==> config.mk <==
export PLATFORM = sky130hd
export DESIGN_NAME = cpt_mul
export DESIGN_NICKNAME = d
export VERILOG_FILES = /design/src/design/closest_point_on_triangle_top_macros.svh /design/src/design/cpt_pkg.sv /design/src/design/cpt_mul.sv
export SDC_FILE = /design/constraint.sdc
export NUM_CORES = 2
export LEC_CHECK = 0
export ABC_AREA = 1
export BUFFER_PORTS_ARGS = -buffer_cell sky130_fd_sc_hd__buf_4
export CAP_MARGIN = 5
export CORE_ASPECT_RATIO = 0.6
export CORE_MARGIN = 4
export CORE_UTILIZATION = 55
export DETAILED_ROUTE_END_ITERATION = 7
export GPL_TIMING_DRIVEN = 1
export PLACE_DENSITY_LB_ADDON = 0.3
export SLEW_MARGIN = 0
export SYNTH_ARGS = -nofsm -noshare
export SYNTH_HDL_FRONTEND = slang
export SYNTH_SLANG_ARGS = --single-unit
==> constraint.sdc <==
create_clock -name clk -period 18.5 [get_ports clk]
set_clock_uncertainty 0.15 [all_clocks]
set_input_delay 0.925 -clock clk [delete_from_list [all_inputs] [get_ports clk]]
set_output_delay 0.925 -clock clk [all_outputs]
set_load 0.005 [all_outputs]
==> src/design/closest_point_on_triangle_top_macros.svh <==
`ifndef CLOSEST_POINT_ON_TRIANGLE_TOP_MACROS_SVH
`define CLOSEST_POINT_ON_TRIANGLE_TOP_MACROS_SVH

// consequent checked in the same cycle
`define CPT_ASSERT_NOW(lbl, ante, cons) \
	lbl: assert property (@(posedge clk) disable iff (!arst_n) (ante) |-> (cons)) \
	else $error("cpt: same-cycle check failed");

// consequent checked in the next cycle
`define CPT_ASSERT_NEXT(lbl, ante, cons) \
	lbl: assert property (@(posedge clk) disable iff (!arst_n) (ante) |=> (cons)) \
	else $error("cpt: next-cycle check failed");

`endif

==> src/design/cpt_pkg.sv <==
`timescale 1ns / 1ps
`default_nettype none

package cpt_pkg;
	localparam int COORD_WIDTH = 32;
	localparam int LIMB_W = 32;
endpackage

`default_nettype wire

==> src/design/cpt_mul.sv <==
`timescale 1ns / 1ps
`default_nettype none

module cpt_mul #(
	parameter int A_W = 33,
	parameter int B_W = 33
) (
	input  logic                      clk,
	input  logic                      en,
	input  logic signed [A_W-1:0]     a,
	input  logic signed [B_W-1:0]     b,
	output logic signed [A_W+B_W-1:0] p
);
	localparam int LW  = cpt_pkg::LIMB_W;
	localparam int NA  = (A_W + LW - 1) / LW;
	localparam int NB  = (B_W + LW - 1) / LW;
	localparam int AP  = NA * LW;
	localparam int BP  = NB * LW;
	localparam int PPW = 2 * LW;
	localparam int RW  = (NB + 1) * LW;
	localparam int TW  = (NA + NB) * LW;
	localparam int PW  = A_W + B_W;

	logic [A_W-1:0] am_c;
	logic [B_W-1:0] bm_c;
	logic [AP-1:0]  ma_s1;
	logic [BP-1:0]  mb_s1;
	logic           sg_s1, sg_s2, sg_s3, sg_s4;
	logic [PPW-1:0] pp_s2 [NA][NB];
	logic [RW-1:0]  row_c [NA];
	logic [RW-1:0]  row_s3 [NA];
	logic [TW-1:0]  tot_c;
	logic [PW-1:0]  mag_s4;

	assign am_c = a[A_W-1] ? (~a + 1'b1) : a;
	assign bm_c = b[B_W-1] ? (~b + 1'b1) : b;

	always_comb begin
		for (int i = 0; i < NA; i++) begin
			row_c[i] = '0;
			for (int j = 0; j < NB; j++)
				row_c[i] = row_c[i] + (RW'(pp_s2[i][j]) << (j * LW));
		end
	end

	always_comb begin
		tot_c = '0;
		for (int i = 0; i < NA; i++)
			tot_c = tot_c + (TW'(row_s3[i]) << (i * LW));
	end

	always_ff @(posedge clk) begin
		if (en) begin
			ma_s1 <= AP'(am_c);
			mb_s1 <= BP'(bm_c);
			sg_s1 <= a[A_W-1] ^ b[B_W-1];
			for (int i = 0; i < NA; i++)
				for (int j = 0; j < NB; j++)
					pp_s2[i][j] <= PPW'(ma_s1[i*LW +: LW]) * PPW'(mb_s1[j*LW +: LW]);
			sg_s2  <= sg_s1;
			row_s3 <= row_c;
			sg_s3  <= sg_s2;
			mag_s4 <= tot_c[PW-1:0];
			sg_s4  <= sg_s3;
			p      <= sg_s4 ? (~mag_s4 + 1'b1) : mag_s4;
		end
	end
endmodule

`default_nettype wire

==> impl_results.md <==
- Multi-input gate area: around 36000 µm²
- Core footprint: 104000 µm²
- Share of the synthesized area in the top cell type: 0.310
- CP endpoint kind: flop
- Setup Fix Bufs, Post-CTS: 0
- Avg WL per Cell: 20.2 µm
- Post-CTS Resized: 0
- Unrepaired setup endpoints after global routing: false
- Number of synthesis warnings: 0
- Setup_tns: 0 ns
- Max-cap viol count: 0
- Initial DRC Count: between 5000 and 6000
- Post-route ant nets: 0
- Die Wd: between 400 and 500 µm
- Crit path DAT: about 8.1 ns
- Slowest cell delay on critical path: 0.58 ns
- Number of remaining DRC errors: 0
- N_diodes: 0
- Routability cong.: just over 1
- Synth Flop Type: edfxtp_1
- Final setup margin: roughly 11 ns
- Reg area: 12900 µm²
- Pin count of the biggest net entering global routing: about 190
- Worst Setup Slack post-DPL: about 11 ns
- Clk slew on worst S/H paths: 0.07 ns
- CTS Buffer Depth: 3
- 1st-pass router iterations: 6
- Chip height: 260 µm
- Row count: 91
- Max-slew headroom: 0.252
- WL met2: 68500 µm
- Worst-skew pair later-pin latency: about 0.64 ns
- Synthesized flop and latch total: ~430
- Hold crit path type: reg2reg
- Most common library cells after synthesis: nand2_1, inv_1, fa_1
- Die area: around 110000 µm²
- Area contributors post-synth: fa_1, edfxtp_1, nand2_1, inv_1, ha_1
- Combinational family with the most area after synthesis: adder cells
- Synth unique cells: 40
- Max-slew violations: 0
- Share of cells above drive strength 1: 0.0470
- Met3 wire len: approximately 22000 µm
- Count leader, synth: nand2_1
- Final Hold Fails: 0
- Status: complete, no violations
- Fin nets: 8497
- DP Wirelength: between 100000 and 150000 µm
- CTS Sinks: roughly 430
- I/O pin cnt: between 100 and 150
- Initial antenna violation count: 2
- WL met1: approximately 80000 µm
- Vias in the first global route: about 46000
- Synth Area in Compound Gates: 0.0263
- First-pass GRT wire length: 273000 µm
- Mean Syn Cell Area: 8.02 µm²
- Adder-Cell Fraction of Synth Area: 0.381
- P&R area growth vs syn: 6.47%
- Starting Density: 0.559
- Post-Syn Nets: between 8000 and 9000
- Fillers: around 9200
- Async SR Flop Fraction: 0
- Port bufs: about 130
- Top layer used by detailed routing: met4
- Routed Wire Length: 174000 µm
- Mux contribution to synthesized area: 0
- Largest fanout on the critical path: 33
- Drt via density: between 5 and 6
- Synth Instances: 7229
- Worst path bufs/invs: 7
- Crit share post-route: 0.428
- Final Critical Period: approximately 8 ns
- H-Tree Depth: 2
- Worst slew pin tran: around 1.1 ns
- Biggest area consumer among synthesized cells: fa_1
- Slowest-stage cell, CP: fa_1
- Crit Path Class: reg2reg
- Post-synth EDFFs: between 400 and 500
- Fmax: 126 MHz
- CP Data Required Time: about 19 ns
- GRT Resource Usage Total: 0.323
- Synthesized area: 58000 µm²
- Register area share after synthesis: 0.222
- Post-synthesis simple-gate area fraction: 0.196
- Delay-heaviest family, CP: adder cells
- Grt ovf: 0
- DR vias: ~46000
- XOR/XNOR share of the synthesized area: 0.0258
- Root Driver: clkbuf_16
- Post-CTS Hold Fix Bufs: 0
- CTS tree: done
- Num CTS Buffers: 46
- CP Launch Type: flop
- Crit path top cell by count: fa_1
- Final Setup Violations: 0
[metal layers]
layer / GRT usage / vias up
li1: - / 20900
met5: 0 / -
met1: 0.511 / 22400
met2: 0.444 / 2536
met4: 0.0662 / 0
met3: 0.0848 / 239
[layout make-up]
type	count	area share
multi-input combinational	4505	0.591
tap	1395	0.0283
sequential	429	0.209
timing repair buffer	205	0.0252
inverter	2013	0.122
clock buffer	53	0.0191
clock inverter	31	0.00541
[cells in the final DEF, fill, tap and decap left out, drive strengths merged, types with 4 or more instances in the layout]
| cell type | n |
|---|---|
| clkinv | 20 |
| xor2 | 144 |
| xnor2 | 27 |
| nand4 | 57 |
| or2 | 11 |
| nor2 | 345 |
| nor3 | 47 |
| nand2 | 2171 |
| o21bai | 17 |
| o21ai | 105 |
| fa | 898 |
| o21a | 11 |
| bufinv | 4 |
| a21oi | 138 |
| nor4 | 8 |
| nand3b | 11 |
| clkbuf | 53 |
| nand3 | 171 |
| buf | 205 |
| ha | 331 |
| edfxtp | 429 |
| inv | 2017 |
[through the flow]
| step | area [µm²] | util | hold slack (ns) | std cells |
|---|---|---|---|---|
| 2_1_floorplan | 58000 | - | 0.250 | 7229 |
| 6_report | 61700 | 0.595 | 0.248 | 8631 |
| 3_3_place_gp | 60200 | 0.581 | 0.251 | 8547 |
| 4_1_cts | 61700 | 0.595 | 0.243 | 8631 |
| 3_5_place_dp | 60200 | 0.581 | 0.255 | 8547 |
| 5_1_grt | 61700 | 0.595 | 0.268 | 8631 |
[cells by family after synthesis]
kind of cell	after synthesis
and+or+nand+nor	2825
buffers and inverters	2295
adders and majority gates	1229
DFF	429
AOI/OAI and AO/OA	280
xor gates and xnor gates	171
[state kept, by name, indices dropped and copies added (netlist names)]
signal / flops
sg_s4: 1
p: 66
sg_s2: 1
pp_s2: 129
sg_s1: 1
row_s3: 98
mag_s4: 66
ma_s1: 33
sg_s3: 1
mb_s1: 33
[worst paths after layout]
| path | startpoint | slack [ns] | end | cells after the start |
|---|---|---|---|---|
| worst max-delay path | ma_s1[25]$_DFFE_PP_ | 10.58 | pp_s2[0][87]$_DFFE_PP_ | 25 |
| worst min-delay path | pp_s2[1][39]$_DFFE_PP_ | 0.25 | row_s3[6]$_DFFE_PP_ | 0 |
| worst max register to register | ma_s1[25]$_DFFE_PP_ | 10.58 | pp_s2[0][87]$_DFFE_PP_ | 25 |
| worst min register to register | pp_s2[1][39]$_DFFE_PP_ | 0.25 | row_s3[6]$_DFFE_PP_ | 0 |
Power is not shown: default switching activity piles up to over one toggle a cycle in this logic, so the estimate is an artifact.
